## src/sv/s2cd_pkg.sv

```systemverilog
// Package for the seconds-to-calendar-date converter.
// Holds the time constants, the controller and phase codes, the command and status
// structs, and the month length function. It depends on nothing.
`default_nettype none

package s2cd_pkg;

    localparam int unsigned SECS_PER_MIN  = 60;
    localparam int unsigned SECS_PER_HOUR = 3600;
    localparam int unsigned SECS_PER_DAY  = 86400;

    localparam logic [31:0] YEAR_SECS      = 32'(365 * SECS_PER_DAY);
    localparam logic [31:0] LEAP_YEAR_SECS = 32'(366 * SECS_PER_DAY);

    localparam logic [21:0] MONTH31_SECS = 22'(31 * SECS_PER_DAY);
    localparam logic [21:0] MONTH30_SECS = 22'(30 * SECS_PER_DAY);
    localparam logic [21:0] FEB29_SECS   = 22'(29 * SECS_PER_DAY);
    localparam logic [21:0] FEB28_SECS   = 22'(28 * SECS_PER_DAY);

    localparam logic [11:0] EPOCH_RESET = 12'd2010;
    localparam logic [11:0] YEAR_MAX    = 12'hFFF;
    localparam logic [11:0] CYCLE_400   = 12'd400;
    localparam logic [11:0] CYCLE_LAST  = 12'd399;

    localparam logic [3:0] MONTH_JAN = 4'd1;
    localparam logic [3:0] MONTH_FEB = 4'd2;
    localparam logic [3:0] MONTH_APR = 4'd4;
    localparam logic [3:0] MONTH_JUN = 4'd6;
    localparam logic [3:0] MONTH_SEP = 4'd9;
    localparam logic [3:0] MONTH_NOV = 4'd11;
    localparam logic [3:0] MONTH_DEC = 4'd12;

    typedef enum logic [2:0] {
        ST_IDLE,
        ST_MOD,
        ST_YEAR,
        ST_MONTH,
        ST_DAY,
        ST_HOUR,
        ST_MIN,
        ST_DONE
    } t_state;

    typedef enum logic [2:0] {
        PH_MOD,
        PH_YEAR,
        PH_MONTH,
        PH_DAY,
        PH_HOUR,
        PH_MIN
    } t_phase;

    typedef struct packed {
        logic   load;
        logic   step;
        t_phase phase;
    } t_cmd;

    typedef struct packed {
        logic ge;
        logic month_last;
    } t_status;

    function automatic logic [21:0] month_span(input logic [3:0] month, input logic leap);
        logic [21:0] span;
        case (month) inside
            MONTH_APR, MONTH_JUN, MONTH_SEP, MONTH_NOV: span = MONTH30_SECS;
            MONTH_FEB: span = leap ? FEB29_SECS : FEB28_SECS;
            default:   span = MONTH31_SECS;
        endcase
        return span;
    endfunction

endpackage

`default_nettype wire

```

## src/sv/s2cd_ctrl.sv

```systemverilog
// Controller state machine of the seconds-to-calendar-date converter.
// Sequences the datapath through its subtract phases; uses s2cd_pkg.
`default_nettype none

module s2cd_ctrl (
    input  wire logic             i_clk,
    input  wire logic             i_rst_n,
    input  wire logic             i_start,
    input  wire s2cd_pkg::t_status i_status,
    output s2cd_pkg::t_cmd        o_cmd,
    output logic                  o_busy,
    output logic                  o_done
);

    s2cd_pkg::t_state r_state;
    s2cd_pkg::t_state n_state;

    always_ff @(posedge i_clk) begin
        if (!i_rst_n) begin
            r_state <= s2cd_pkg::ST_IDLE;
        end else begin
            r_state <= n_state;
        end
    end

    always_comb begin
        n_state = r_state;
        unique case (r_state)
            s2cd_pkg::ST_IDLE: begin
                if (i_start) n_state = s2cd_pkg::ST_MOD;
            end
            s2cd_pkg::ST_MOD: begin
                if (!i_status.ge) n_state = s2cd_pkg::ST_YEAR;
            end
            s2cd_pkg::ST_YEAR: begin
                if (!i_status.ge) n_state = s2cd_pkg::ST_MONTH;
            end
            s2cd_pkg::ST_MONTH: begin
                if (!i_status.ge || i_status.month_last) n_state = s2cd_pkg::ST_DAY;
            end
            s2cd_pkg::ST_DAY: begin
                if (!i_status.ge) n_state = s2cd_pkg::ST_HOUR;
            end
            s2cd_pkg::ST_HOUR: begin
                if (!i_status.ge) n_state = s2cd_pkg::ST_MIN;
            end
            s2cd_pkg::ST_MIN: begin
                if (!i_status.ge) n_state = s2cd_pkg::ST_DONE;
            end
            s2cd_pkg::ST_DONE: begin
                n_state = s2cd_pkg::ST_IDLE;
            end
            default: begin
                n_state = s2cd_pkg::ST_IDLE;
            end
        endcase
    end

    always_comb begin
        o_cmd.load  = 1'b0;
        o_cmd.step  = 1'b0;
        o_cmd.phase = s2cd_pkg::PH_MOD;
        o_busy      = 1'b1;
        o_done      = 1'b0;
        unique case (r_state)
            s2cd_pkg::ST_IDLE: begin
                o_busy     = 1'b0;
                o_cmd.load = i_start;
            end
            s2cd_pkg::ST_MOD: begin
                o_cmd.phase = s2cd_pkg::PH_MOD;
                o_cmd.step  = i_status.ge;
            end
            s2cd_pkg::ST_YEAR: begin
                o_cmd.phase = s2cd_pkg::PH_YEAR;
                o_cmd.step  = i_status.ge;
            end
            s2cd_pkg::ST_MONTH: begin
                o_cmd.phase = s2cd_pkg::PH_MONTH;
                o_cmd.step  = i_status.ge && !i_status.month_last;
            end
            s2cd_pkg::ST_DAY: begin
                o_cmd.phase = s2cd_pkg::PH_DAY;
                o_cmd.step  = i_status.ge;
            end
            s2cd_pkg::ST_HOUR: begin
                o_cmd.phase = s2cd_pkg::PH_HOUR;
                o_cmd.step  = i_status.ge;
            end
            s2cd_pkg::ST_MIN: begin
                o_cmd.phase = s2cd_pkg::PH_MIN;
                o_cmd.step  = i_status.ge;
            end
            s2cd_pkg::ST_DONE: begin
                o_done = 1'b1;
            end
            default: begin
                o_busy = 1'b1;
            end
        endcase
    end

endmodule

`default_nettype wire

```

## config.mk

```make
export PLATFORM = sky130hd
export DESIGN_NAME = s2cd_ctrl
export DESIGN_NICKNAME = d
export VERILOG_FILES = /design/src/sv/s2cd_pkg.sv /design/src/sv/s2cd_ctrl.sv
export SDC_FILE = /design/constraint.sdc
export NUM_CORES = 1
export LEC_CHECK = 0
export BUFFER_PORTS_ARGS = -buffer_cell sky130_fd_sc_hd__buf_2
export CORE_AREA = 2 2 39 41
export CTS_BUF_LIST = sky130_fd_sc_hd__clkbuf_2
export DETAILED_ROUTE_END_ITERATION = 6
export DIE_AREA = 0 0 41 43
export PLACE_DENSITY = 0.48
export SLEW_MARGIN = 20
export SYNTH_ARGS = -nofsm -noshare
export SYNTH_HDL_FRONTEND = slang
export SYNTH_SLANG_ARGS = --single-unit
```

## constraint.sdc

```tcl
create_clock -name i_clk -period 2.1 [get_ports i_clk]
set_clock_uncertainty 0.2 [all_clocks]
set_input_delay 0.315 -clock i_clk [delete_from_list [all_inputs] [get_ports i_clk]]
set_output_delay 0.315 -clock i_clk [all_outputs]
set_load 0.005 [all_outputs]
```

# After elaboration in Yosys (flattened, before gate mapping)
# Index checks and enable logic that the tools add are counted.
# op_classes
n_eq_ne	14
muxes	12
n_reduce_logical	6
# op_table
operator	count
case mux 3 bit (8 select lines)	1
case mux 4 bit (6 select lines)	1
two-way mux 3 bit	7
inequality test 2 bit (second input constant)	7
== test 3 bit (second input constant)	4
AND reduction 7 bit	1
== test 3 x 2 -> 1 bit (second input constant)	2
== test 3 x 1 -> 1 bit (second input constant)	1
logical NOT 3 bit	1
two-way mux 1 bit	3
logical NOT 1 bit	2
logical AND 1 bit	1
logical OR 1 bit	1
# word_totals
reg_bits	3
in_bits	5
word_cells	33

# Depth between registers and ports, before layout
# depth
depth_word	4
ltp_mapped	5
mapped_depth_nobuf	5

# Worst setup path after synthesis
# OpenSTA, ideal clock, no wires.
# synth_timing
path_kind	reg-to-output
from	reg r_state[0]
to	out o_cmd[3] in the netlist's numbering
slack_ps	436
t_arrival_ps	1149
required_ps	1585
n_path_buf	0
stages_incl_launch_ff	5
path_cell_list	dfxtp_1 > inv_1 > ha_1 > a2111oi_0 > nor2b_1
# synth_lines
element	line	rtl
start: declaration	s2cd_ctrl.sv:15	s2cd_pkg::t_state r_state;
start signal: assignment	s2cd_ctrl.sv:20	r_state <= s2cd_pkg::ST_IDLE;
start signal: assignment	s2cd_ctrl.sv:22	r_state <= n_state;
end: declaration	s2cd_ctrl.sv:10	output s2cd_pkg::t_cmd o_cmd,

==> impl.org <==
** Placed design
- Placed standard-cell area :: a little under 400 µm²
- Cell count after placement :: 63
- Routability congestion estimate from global placement :: roughly 0.65
- Port buffering added 11 buffers.
- DP HPWL :: between 500 and 600 µm

** Worst setup path
- For the worst setup path, the data required time is around 1.6 ns.
- Along the worst path, the maximum fanout reaches 6.
- Crit path arrival time :: ~1.4 ns
- CP Launch Type :: flip-flop
- The worst setup path is captured at an output pin.
- Critical path startpoint :: r_state[0]
- The worst setup path is of the flip-flop to output pin kind.
- Beginning of the worst register-to-register path :: r_state[0]

** STA
- In this run the tightest slew margin relative to its limit is 0.7967.
- The count of pins over their slew limit came to 0.
- Final setup TNS :: 0 ns
- Maximum clock frequency :: around 500 MHz
- The final-report hold violation count came to 0.
- Final setup violation count :: 0
- Setup repair after global routing left no endpoint under its margin.
- Of the available clock period, the critical path in the final layout requires 0.9329.
- Across all hold checks on the routed design, the worst slack comes to roughly 0.19 ns.
- Shortest clock period the worst path allows after layout :: 1.959 ns
- At the pin with the least slew margin, the transition time is approximately 0.30 ns.

** Clock tree
- The longest clock path from root to sink contains 2 buffers.
- Buffer cell driving the clock tree root :: sky130_fd_sc_hd__clkbuf_2
- The tree built by TritonCTS fans out to 3 sinks.
- Clock H-tree levels :: 1
- Clock tree synthesis inserted a total of 3 buffers.
- Number of buffers inserted to repair setup after CTS :: 0
- Clock-pin slew was measured on the worst setup and hold paths at around 0.040 ns.
- For the worst-skew pair, the clock arrives at the later sink with an insertion delay of 0.20 ns.
- Clock tree from TritonCTS :: yes

** Final layout
- FILL cells :: ~150
- Number of flip-flops under the largest register name :: 3
- Fraction of final layout cells with drive strength greater than 1 :: 0.4902
- More flip-flops sit in one register than any other, and that register is r_state.
- The finished layout holds 67 standard cells, fillers aside.
- The finished cells cover around 420 µm².
- The area growth from synthesis to layout is 39.33%.
- After the last flow step, the layout net total stands at 61.
- Top Registers :: r_state: 3 flops
- Total inserted antenna cells :: 0

** Route
- After the first detailed-routing iteration, the DRC count stood at 4.
- For this block, the via count after detailed routing is 290.
- Dividing the detail-routed wire length by the instance count gives between 9 and 10 µm.
- Number of detailed-route iterations in the first pass :: 2
- Vias per cell :: approximately 4.3
- The final layout contains routed wiring with a total length of between 600 and 700 µm.
- For this run, design rule violations remaining after detail routing come to 0.
- Once detail routing completed, the nets flagged for antenna violations numbered 0.

** Pwr
- Maximum resistive drop on vdd :: about 0.44 mV
- Post-layout power :: 0.0005101 W
- In this run the static leakage power is approximately 0.22 nW.
- Power per cell area :: 1224 nW/µm²

** GRT
- Number of global-route vias before repair :: 254
- Global routing finished with a remaining overflow of 0.
- Number of antenna violations at the first check in global routing :: 0
- The first global-routing pass estimated approximately 980 µm of wire.
- Largest net degree at the start of global routing :: 8
- GRT Util Overall :: 0.08509

** Die
- 12 I/O pins were placed.
- The initial utilization of the core area, before any placement, comes to 0.2161.
- Horizontal extent of the die :: 41 µm
- The die covers approximately 1800 µm².
- Placeable core region :: approximately 1400 µm²
- After floorplanning, the core was divided into 14 placement rows.
- From bottom edge to top edge, the die measures 43 µm.

** Synthesis
- Synthesis produced 34 cells.
- Unique masters post-synth :: 22
- Sequential-to-total area share from yosys stat :: 0.2008
- In this run the cell area of the synthesized design comes to between 200 and 300 µm².
- The number of nets handed over by synthesis was between 40 and 50.
- Synth Register Bits :: 3
- The Yosys step of the flow raised 0 warnings.
- Synthesized area divided by synthesized cell count :: between 8 and 9 µm²

** Hold path
- Hold path start :: i_rst_n
- Class of the tightest hold or removal check :: input port to flip-flop

** Job
- Max_cap viols :: 0

** Status
- Result of the run :: finished, final reports clean
==> worst max-delay path: stages, from the launching register on <==
cell	delay (ns)
sky130_fd_sc_hd__dfxtp_1	0.36
sky130_fd_sc_hd__inv_1	0.08
sky130_fd_sc_hd__ha_1	0.23
sky130_fd_sc_hd__buf_4	0.16
sky130_fd_sc_hd__mux2_1	0.28
sky130_fd_sc_hd__buf_2	0.13
==> what timing repair did <==
action	4_1_cts	5_1_grt
setup endpoints to repair	0	1
gates resized for setup	0	3
hold buffers	0	0
==> cell usage in the layout (no fill, tap or decap) <==
| cell | count |
|---|---|
| sky130_fd_sc_hd__o211ai_2 | 1 |
| sky130_fd_sc_hd__inv_2 | 1 |
| sky130_fd_sc_hd__o21ai_0 | 1 |
| sky130_fd_sc_hd__nand2b_2 | 1 |
| sky130_fd_sc_hd__a21o_1 | 1 |
| sky130_fd_sc_hd__buf_4 | 2 |
| sky130_fd_sc_hd__nor2b_1 | 1 |
| sky130_fd_sc_hd__clkbuf_2 | 4 |
| sky130_fd_sc_hd__mux2_1 | 1 |
| sky130_fd_sc_hd__ha_1 | 4 |
| sky130_fd_sc_hd__a21oi_1 | 1 |
| sky130_fd_sc_hd__o41ai_1 | 1 |
| sky130_fd_sc_hd__a2111oi_2 | 1 |
| sky130_fd_sc_hd__mux2i_1 | 2 |
| sky130_fd_sc_hd__and2_1 | 1 |
| sky130_fd_sc_hd__nand2_1 | 4 |
| sky130_fd_sc_hd__nand3_1 | 1 |
| sky130_fd_sc_hd__nor3b_2 | 1 |
| sky130_fd_sc_hd__inv_1 | 2 |
| sky130_fd_sc_hd__and3_1 | 1 |
| sky130_fd_sc_hd__nand2_2 | 1 |
| sky130_fd_sc_hd__dfxtp_2 | 1 |
| sky130_fd_sc_hd__dfxtp_1 | 2 |
| sky130_fd_sc_hd__o31ai_4 | 1 |
| sky130_fd_sc_hd__buf_2 | 11 |
| sky130_fd_sc_hd__nor2_1 | 3 |
==> metrics by stage <==
stage / utilization / worst slack, ns
after floorplan: - / 0.4355
after global placement: 0.2812 / 0.2296
after detailed placement: 0.2812 / 0.2575
after CTS: 0.2957 / 0.02010
after global routing: 0.3011 / 0.001645
final: 0.3011 / 0.1409
==> cell usage after synthesis, drive strengths merged <==
| master | instances | area share |
|---|---|---|
| ha | 4 | 0.17 |
| mux2 | 1 | 0.038 |
| nand2 | 5 | 0.071 |
| nor2b | 1 | 0.021 |
| o211ai | 1 | 0.042 |
| a21oi | 1 | 0.017 |
| inv | 3 | 0.038 |
| dfxtp | 3 | 0.20 |
| and3 | 1 | 0.021 |
| nor2 | 3 | 0.038 |
| a2111oi | 1 | 0.029 |
| o41ai | 1 | 0.029 |
| a21o | 1 | 0.025 |
| o21ai | 1 | 0.017 |
| nand2b | 1 | 0.029 |
| mux2i | 2 | 0.067 |
| nor3b | 1 | 0.042 |
| and2 | 1 | 0.021 |
| nand3 | 1 | 0.017 |
| o31ai | 1 | 0.071 |
==> metal layers <==
metal | track usage | vias to the layer above | wire length (µm)
met1 | 0.08917 | 122 | 279
met2 | 0.1219 | 13 | 285
met4 | 0.04000 | 0 | 0
li1 | - | 155 | -
met5 | 0 | - | 0
met3 | 0.06283 | 0 | 74
==> logic make-up after synthesis <==
group / Yosys count / share of synthesized area
AO/OA/AOI/OAI: 7 / 0.2301
buffers and inverters: 3 / 0.03765
multiplexers: 3 / 0.1046
adder cells (fa/ha/maj): 4 / 0.1674
AND/OR/NAND/NOR: 14 / 0.2594
flip-flops: 3 / 0.2008
==> final cells by class <==
type | count | area, µm² | share of cell area
Clock buffer | 4 | 20.02 | 0.04805
Inverter | 3 | 11.26 | 0.02703
Multi-Input combinational cell | 28 | 234.0 | 0.5616
Sequential cell | 3 | 61.31 | 0.1471
Tap cell | 16 | 20.02 | 0.04805
Timing Repair Buffer | 13 | 70.07 | 0.1682
==> where the power goes <==
group | internal, W | switching, W | total (W)
sequential | 0.0000794 | 0.0000228 | 0.000102
clock | 0.0000502 | 0.0000271 | 0.0000772
combinational | 0.000165 | 0.000165 | 0.000331
==> final timing paths <==
path	to	slack, ns	cells past startpoint
worst min-delay path	r_state[2]	0.19	3
worst max-delay path	o_cmd[1]	0.14	5
worst min register to register	r_state[1]	0.29	2
worst max register to register	r_state[0]	0.47	6
Power figures use the tool's default switching activity.
