$ cat src/sv/s2cd_pkg.sv
// Package for the seconds-to-calendar-date converter.
// Holds the time constants, the controller and phase codes, the command and status
// structs, and the month length function. It depends on nothing.
`default_nettype none

package s2cd_pkg;

    localparam int unsigned SECS_PER_MIN  = 60;
    localparam int unsigned SECS_PER_HOUR = 3600;
    localparam int unsigned SECS_PER_DAY  = 86400;

    localparam logic [31:0] YEAR_SECS      = 32'(365 * SECS_PER_DAY);
    localparam logic [31:0] LEAP_YEAR_SECS = 32'(366 * SECS_PER_DAY);

    localparam logic [21:0] MONTH31_SECS = 22'(31 * SECS_PER_DAY);
    localparam logic [21:0] MONTH30_SECS = 22'(30 * SECS_PER_DAY);
    localparam logic [21:0] FEB29_SECS   = 22'(29 * SECS_PER_DAY);
    localparam logic [21:0] FEB28_SECS   = 22'(28 * SECS_PER_DAY);

    localparam logic [11:0] EPOCH_RESET = 12'd2010;
    localparam logic [11:0] YEAR_MAX    = 12'hFFF;
    localparam logic [11:0] CYCLE_400   = 12'd400;
    localparam logic [11:0] CYCLE_LAST  = 12'd399;

    localparam logic [3:0] MONTH_JAN = 4'd1;
    localparam logic [3:0] MONTH_FEB = 4'd2;
    localparam logic [3:0] MONTH_APR = 4'd4;
    localparam logic [3:0] MONTH_JUN = 4'd6;
    localparam logic [3:0] MONTH_SEP = 4'd9;
    localparam logic [3:0] MONTH_NOV = 4'd11;
    localparam logic [3:0] MONTH_DEC = 4'd12;

    typedef enum logic [2:0] {
        ST_IDLE,
        ST_MOD,
        ST_YEAR,
        ST_MONTH,
        ST_DAY,
        ST_HOUR,
        ST_MIN,
        ST_DONE
    } t_state;

    typedef enum logic [2:0] {
        PH_MOD,
        PH_YEAR,
        PH_MONTH,
        PH_DAY,
        PH_HOUR,
        PH_MIN
    } t_phase;

    typedef struct packed {
        logic   load;
        logic   step;
        t_phase phase;
    } t_cmd;

    typedef struct packed {
        logic ge;
        logic month_last;
    } t_status;

    function automatic logic [21:0] month_span(input logic [3:0] month, input logic leap);
        logic [21:0] span;
        case (month) inside
            MONTH_APR, MONTH_JUN, MONTH_SEP, MONTH_NOV: span = MONTH30_SECS;
            MONTH_FEB: span = leap ? FEB29_SECS : FEB28_SECS;
            default:   span = MONTH31_SECS;
        endcase
        return span;
    endfunction

endpackage

`default_nettype wire

$ cat src/sv/s2cd_datapath.sv
// Datapath of the seconds-to-calendar-date converter: the remaining-seconds register,
// the date counters and one shared compare-and-subtract unit. Uses s2cd_pkg.
`default_nettype none

module s2cd_datapath (
    input  wire logic             i_clk,
    input  wire s2cd_pkg::t_cmd   i_cmd,
    input  wire logic [31:0]      i_elapsed_seconds,
    input  wire logic [11:0]      i_epoch_year,
    output s2cd_pkg::t_status     o_status,
    output logic [11:0]           o_year,
    output logic [3:0]            o_month,
    output logic [4:0]            o_day,
    output logic [4:0]            o_hour,
    output logic [5:0]            o_minute,
    output logic [5:0]            o_second
);

    logic [31:0] r_rest;
    logic [11:0] r_year;
    logic [11:0] r_y400;
    logic [3:0]  r_month;
    logic [4:0]  r_day;
    logic [4:0]  r_hour;
    logic [5:0]  r_minute;

    logic        leap;
    logic [31:0] span;

    // The year modulo 400 is tracked beside the year so the leap rule needs no divider.
    assign leap = (r_y400[1:0] == 2'b00) && (r_y400 != 12'd100) && (r_y400 != 12'd200)
                  && (r_y400 != 12'd300);

    always_comb begin
        span = '0;
        case (i_cmd.phase)
            s2cd_pkg::PH_YEAR:  span = leap ? s2cd_pkg::LEAP_YEAR_SECS : s2cd_pkg::YEAR_SECS;
            s2cd_pkg::PH_MONTH: span = {10'd0, s2cd_pkg::month_span(r_month, leap)};
            s2cd_pkg::PH_DAY:   span = 32'(s2cd_pkg::SECS_PER_DAY);
            s2cd_pkg::PH_HOUR:  span = 32'(s2cd_pkg::SECS_PER_HOUR);
            s2cd_pkg::PH_MIN:   span = 32'(s2cd_pkg::SECS_PER_MIN);
            default:            span = '0;
        endcase
    end

    always_comb begin
        if (i_cmd.phase == s2cd_pkg::PH_MOD) begin
            o_status.ge = (r_y400 >= s2cd_pkg::CYCLE_400);
        end else begin
            o_status.ge = (r_rest >= span);
        end
        o_status.month_last = (r_month == s2cd_pkg::MONTH_DEC);
    end

    always_ff @(posedge i_clk) begin
        if (i_cmd.load) begin
            r_rest   <= i_elapsed_seconds;
            r_year   <= i_epoch_year;
            r_y400   <= i_epoch_year;
            r_month  <= s2cd_pkg::MONTH_JAN;
            r_day    <= 5'd1;
            r_hour   <= '0;
            r_minute <= '0;
        end else if (i_cmd.step) begin
            case (i_cmd.phase)
                s2cd_pkg::PH_MOD: begin
                    r_y400 <= r_y400 - s2cd_pkg::CYCLE_400;
                end
                s2cd_pkg::PH_YEAR: begin
                    r_rest <= r_rest - span;
                    r_year <= r_year + 12'd1;
                    if (r_year == s2cd_pkg::YEAR_MAX || r_y400 == s2cd_pkg::CYCLE_LAST) begin
                        r_y400 <= '0;
                    end else begin
                        r_y400 <= r_y400 + 12'd1;
                    end
                end
                s2cd_pkg::PH_MONTH: begin
                    r_rest  <= r_rest - span;
                    r_month <= r_month + 4'd1;
                end
                s2cd_pkg::PH_DAY: begin
                    r_rest <= r_rest - span;
                    r_day  <= r_day + 5'd1;
                end
                s2cd_pkg::PH_HOUR: begin
                    r_rest <= r_rest - span;
                    r_hour <= r_hour + 5'd1;
                end
                s2cd_pkg::PH_MIN: begin
                    r_rest   <= r_rest - span;
                    r_minute <= r_minute + 6'd1;
                end
                default: begin
                    r_rest <= r_rest;
                end
            endcase
        end
    end

    assign o_year   = r_year;
    assign o_month  = r_month;
    assign o_day    = r_day;
    assign o_hour   = r_hour;
    assign o_minute = r_minute;
    assign o_second = r_rest[5:0];

endmodule

`default_nettype wire

$ cat config.mk
export PLATFORM = sky130hd
export DESIGN_NAME = s2cd_datapath
export DESIGN_NICKNAME = d
export VERILOG_FILES = /design/src/sv/s2cd_pkg.sv /design/src/sv/s2cd_datapath.sv
export SDC_FILE = /design/constraint.sdc
export NUM_CORES = 1
export LEC_CHECK = 0
export ABC_AREA = 1
export BUFFER_PORTS_ARGS = -buffer_cell sky130_fd_sc_hd__buf_2
export CAP_MARGIN = 30
export CORE_MARGIN = 2
export CORE_UTILIZATION = 55
export DETAILED_ROUTE_END_ITERATION = 10
export GPL_TIMING_DRIVEN = 0
export HOLD_SLACK_MARGIN = 0.05
export MAX_ROUTING_LAYER = met4
export PLACE_DENSITY = 0.85
export SYNTH_ARGS = -nofsm -noshare
export SYNTH_HDL_FRONTEND = slang
export SYNTH_SLANG_ARGS = --single-unit
$ cat constraint.sdc
create_clock -name i_clk -period 3.5 [get_ports i_clk]
set_input_delay 0.175 -clock i_clk [delete_from_list [all_inputs] [get_ports i_clk]]
set_output_delay 0.175 -clock i_clk [all_outputs]
set_load 0.01 [all_outputs]
# Yosys cells after proc, flatten, opt, wreduce, memory -nomap -nowiden
# Cells that the tools add are included.
# totals
in_bits,50
reg_bits,76
out_inout_bits,40
# op_classes
n_eq_ne,16
n_lt_le_gt_ge,2
n_reduce_logical,19
n_mux,16
addsub,8
# op_table
op,n
25-bit one-hot mux with 5 select lines,1
32-bit two-way mux,3
12-bit two-way mux,6
20-bit two-way mux,2
18-bit two-way mux,2
32-bit >= comparator,1
32-bit subtractor,1
"12-bit by 1-bit adder with 12-bit output, second input constant",2
12-bit one-hot mux with 2 select lines,1
2-bit AND reduction,7
"12-bit equality test, second input constant",1
"12-bit by 9-bit equality test with 1-bit output, second input constant",1
"4-bit equality test, second input constant",3
"12-bit by 9-bit >= comparator with 1-bit output, second input constant",1
"12-bit by 7-bit != test with 1-bit output, second input constant",1
"12-bit by 8-bit != test with 1-bit output, second input constant",1
"12-bit by 9-bit != test with 1-bit output, second input constant",1
"12-bit by 9-bit subtractor with 12-bit output, second input constant",1
"5-bit by 1-bit adder with 5-bit output, second input constant",2
"4-bit by 3-bit equality test with 1-bit output, second input constant",2
"6-bit by 1-bit adder with 6-bit output, second input constant",1
"3-bit by 2-bit equality test with 1-bit output, second input constant",2
"3-bit equality test, second input constant",2
2-bit nonzero test,3
other kinds (11),13

# Depth between registers and ports, before layout
# depth
depth_word,12
mapped_depth,21
ltp_nobuf,21

# Least setup slack after synthesis
# No wires, ideal clock.
# synth_timing
kind,in2reg
startpoint,input port i_cmd[1] in the netlist's numbering
endpoint,"register r_rest[10], enable pin"
t_required_ps,3041
t_arrival_ps,2650
setup_time_ps,459
setup_slack_ps,391
path_stages,6
cell_sequence,inv_2 nand2_1 nor2_1 inv_2 o21ai_0 o21ai_0
# synth_between
elab_chain_len,4
# synth_lines
element,line,text
"start, declared",s2cd_datapath.sv:7,"input wire s2cd_pkg::t_cmd i_cmd,"
"3-bit by 1-bit equality test with 1-bit output, or another cell as far along",s2cd_datapath.sv:65,case (i_cmd.phase)
5-bit OR reduction (no source line) (*),-,
2-bit nonzero test (no source line) (*),-,
2-bit AND reduction (no source line) (*),-,
"end signal, assigned",s2cd_datapath.sv:70,r_rest <= r_rest - span;
"end signal, assigned",s2cd_datapath.sv:79,r_rest <= r_rest - span;
"end signal, assigned",s2cd_datapath.sv:83,r_rest <= r_rest - span;
"end, declared",s2cd_datapath.sv:19,logic [31:0] r_rest;
# Every way passes the cells marked *; elsewhere a longest branch is shown, timed or not.
# A chain may end at the register's enable or synchronous reset.

==> impl_metrics.json <==
{
  "vias_per_cell": 5.37,
  "synth-edff-count": 56,
  "hold_start": "i_elapsed_seconds[1]",
  "via_count": 6519,
  "start_util_pct": 55.8,
  "placementRows": 39,
  "whs_ps": 87.5,
  "crit_path_max_fanout": 3,
  "required_ps": 3320,
  "multi_input_area_mm2": 0.00360,
  "die_area_mm2": 0.0123,
  "path_buf_inv": 4,
  "crit_chain": "buf_4 > ha_1 > nand3_1 > nand2_1 > nand3_2 > nand2_2 > buf_4 > a21oi_1 > nor2_1 > ha_1 > nand2_2 > nor2_4 > nand2_1 > inv_1 > nand3_1 > nand3_1 > nand3b_1 > a21oi_2 > buf_2",
  "syn_area_mm2": 0.00629,
  "path_class": "reg2out",
  "worst_slack_ps": 81.6,
  "nFillCells": 988,
  "path_depth": 19,
  "syn_inst": 947,
  "cts_buffers": 9,
  "ir_drop_mv": 0.362,
  "dp_cells": 1181,
  "synth_area_leaders": "edfxtp_1 (27%), nand2_1 (18%), inv_1 (8.0%), ha_1 (7.4%), dfxtp_1 (6.4%)",
  "syn_avg_cell_area_um2": 6.64,
  "synth_top_area_share_pct": 26.7,
  "grt_antenna_before_repair": 1,
  "top_level_ports": 90,
  "synth-seq-cells": 76,
  "grtUsageTotal_pct": 29.7,
  "synth_top_area_cell": "edfxtp_1",
  "clock_skew_ps": 12.5,
  "slew_violations": 0,
  "cts.sinks": 76,
  "r2r_end": "r_rest[13]$_DFFE_PP_",
  "htreeDepth": 3,
  "ys.flop_type": "edfxtp_1",
  "regToRegStartpoint": "r_y400[4]$_DFFE_PP_",
  "dpl_worst_slack_ps": 2.95,
  "area_growth_pct": 18.9,
  "setup_viol": 0,
  "slowest_delay_ps": 410,
  "root_buffer": "clkbuf_16",
  "max-cap-violations": 0,
  "numPortBuffers": 89,
  "nets": 1152,
  "worst_pin_slew_ps": 801,
  "min_period_ps": 3420,
  "yosysUniqueCellTypes": 47,
  "async_flop_share_pct": 0,
  "drc_errors": 0,
  "crit_start": "r_y400[5]$_DFFE_PP_",
  "min_path_cells": 3,
  "fmax_ghz": 0.293,
  "hold_end": "r_rest[1]$_DFFE_PP_",
  "drt_first_pass_iters": 5,
  "routedWlPerCell_um": 14.8,
  "status": "complete, no violations",
  "hold_buffers": 0,
  "route.final.wire_length_mm": 18.0,
  "critPathCaptureType": "output port",
  "ys_warn_count": 0,
  "grt_overflow_total": 0,
  "routabilityCongestion": 0.981,
  "hpwl_mm": 13.6,
  "die_h_um": 111,
  "ant_nets": 0,
  "clk_latency_ps": 360,
  "period_share_pct": 97.7,
  "syn-num-nets": 1035,
  "max_slew_margin_pct": 46.6,
  "seq_area_frac_synth_pct": 33.1,
  "reg2reg_slack_ps": 160,
  "critical-path-slowest-cell": "edfxtp_1",
  "r2r_cells": 18,
  "drive_gt1_share_pct": 18.6,
  "fin_cells": 1213,
  "grt_max_degree": 23,
  "crit_family": "simple AND/OR/NAND/NOR gates",
  "grt_pass1_vias": 6112,
  "power.density_mw_per_mm2": 455,
  "p_leak_nw": 3.76,
  "critPathArrivalTime_ps": 3240,
  "dr.first_iter.drc_count": 472,
  "cts_tree": "yes",
  "fp.coreArea_mm2": 0.0113,
  "ff_latch_area_mm2": 0.00208,
  "crit_top_cell": "nand3_1",
  "clockBufferDepth": 2,
  "min_path_type": "in2reg",
  "grt_first_pass_wirelength_mm": 28.5,
  "path_clk_slew_ps": 60,
  "start_kind": "flip-flop",
  "die_width_um": 111,
  "hold_violations": 0
}
==> worst max-delay path by stage <==
stage	endpoint	slack [ps]
3_5_place_dp	o_status[1]	3
5_1_grt	o_status[1]	-30
4_1_cts	o_status[1]	3
6_report	o_status[1]	80
3_3_place_gp	r_rest[27]$_DFFE_PP_	-1160
2_1_floorplan	r_rest[10]$_DFFE_PP_	390
==> kinds of logic after synthesis <==
group	after synthesis	synth area share (%)
compound gates	124	10.8
xor+xnor	14	1.95
fa+ha+maj	38	7.68
buf+inv	178	11.0
flops	76	33.1
simple gates	517	35.5
==> stage by stage <==
stage	cell area [um2]	TNS (ps)	util (%)	power, mW
floorplan	6290	0	-	1.98
global placement	6910	-34690	61.3	2.27
detailed placement	6960	0	61.7	2.29
CTS	7350	0	65.2	3.32
global route	7480	-32.5	66.3	3.59
finish	7480	0	66.3	3.40
==> final cells by class <==
type	count	area share [%]
Clock inverter	5	0.586
Inverter	158	7.95
Clock buffer	11	3.68
Antenna cell	1	0.0335
Buffer	20	1.34
Timing Repair Buffer	106	7.93
Sequential cell	76	27.9
Multi-Input combinational cell	693	48.2
Tap cell	143	2.39
==> cell usage in the layout (no fill, tap or decap), types with 4 or more instances in the layout <==
master	Yosys	layout
nand2_1	308	302
inv_1	134	131
buf_2	2	91
nand3_1	78	77
nor2_1	69	66
edfxtp_1	56	56
a21oi_1	51	49
ha_1	37	35
o21ai_1	28	27
inv_2	22	25
buf_4	6	22
o21ai_0	22	21
dfxtp_1	20	18
nor3_1	15	14
nand2_2	5	11
nand4_1	11	11
clkbuf_16	0	11
clkbuf_1	10	10
xor2_1	10	10
nor2_4	4	7
or2_1	5	5
o211ai_1	4	4
o21a_1	4	4
o21bai_1	4	4
or2_2	4	4
xnor2_1	4	4
==> tightest hold or removal path: cells and delay by family <==
family                 cells  cell delay [ps]
buffers and inverters      2              120
AND/OR/NAND/NOR            1               40
==> cell usage after synthesis, types with 2 or more instances <==
| master | number |
|---|---|
| inv_2 | 22 |
| nor2_4 | 4 |
| inv_1 | 134 |
| o21bai_1 | 4 |
| nor2_2 | 3 |
| o21ai_0 | 22 |
| edfxtp_1 | 56 |
| o21ai_1 | 28 |
| or2_1 | 5 |
| clkbuf_1 | 10 |
| nor3_1 | 15 |
| nand3_1 | 78 |
| buf_2 | 2 |
| and3_1 | 2 |
| o211ai_1 | 4 |
| nor3b_1 | 4 |
| o31ai_1 | 3 |
| a21oi_1 | 51 |
| ha_1 | 37 |
| xnor2_1 | 4 |
| nand2_1 | 308 |
| buf_4 | 6 |
| nand3b_1 | 2 |
| o22ai_1 | 3 |
| o21a_1 | 4 |
| xor2_1 | 10 |
| nand2_2 | 5 |
| nor2_1 | 69 |
| buf_1 | 2 |
| or2_2 | 4 |
| dfxtp_1 | 20 |
| nand4_1 | 11 |
==> power breakdown <==
group,switching [mW],total (mW),internal (mW)
sequential,0.0693,1.16,1.09
clock,0.423,1.00,0.579
combinational,0.792,1.24,0.448
==> routing by layer <==
layer  wire, um  vias up  GRT usage (%)
li1           -     3296              -
met1       7630     2946           35.8
met2       8620      232           49.3
met3       1180       45           6.51
met4        571        0           10.5
met5          0        -              -
==> sequential cells by signal (all words and copies together) (netlist names) <==
| signal | cells |
|---|---|
| o_year | 12 |
| r_rest | 32 |
| o_day | 5 |
| o_minute | 6 |
| o_month | 4 |
| o_hour | 5 |
| r_y400 | 12 |
==> repair_timing <==
action / in CTS / in global routing
endpoints found under the setup margin: 1 / 9
pin swaps: 4 / 10
gates resized for setup: 12 / 13
gates cloned: 0 / 0
buffers inserted: 4 / 11
No activity file was read; power rests on OpenSTA's default activity.
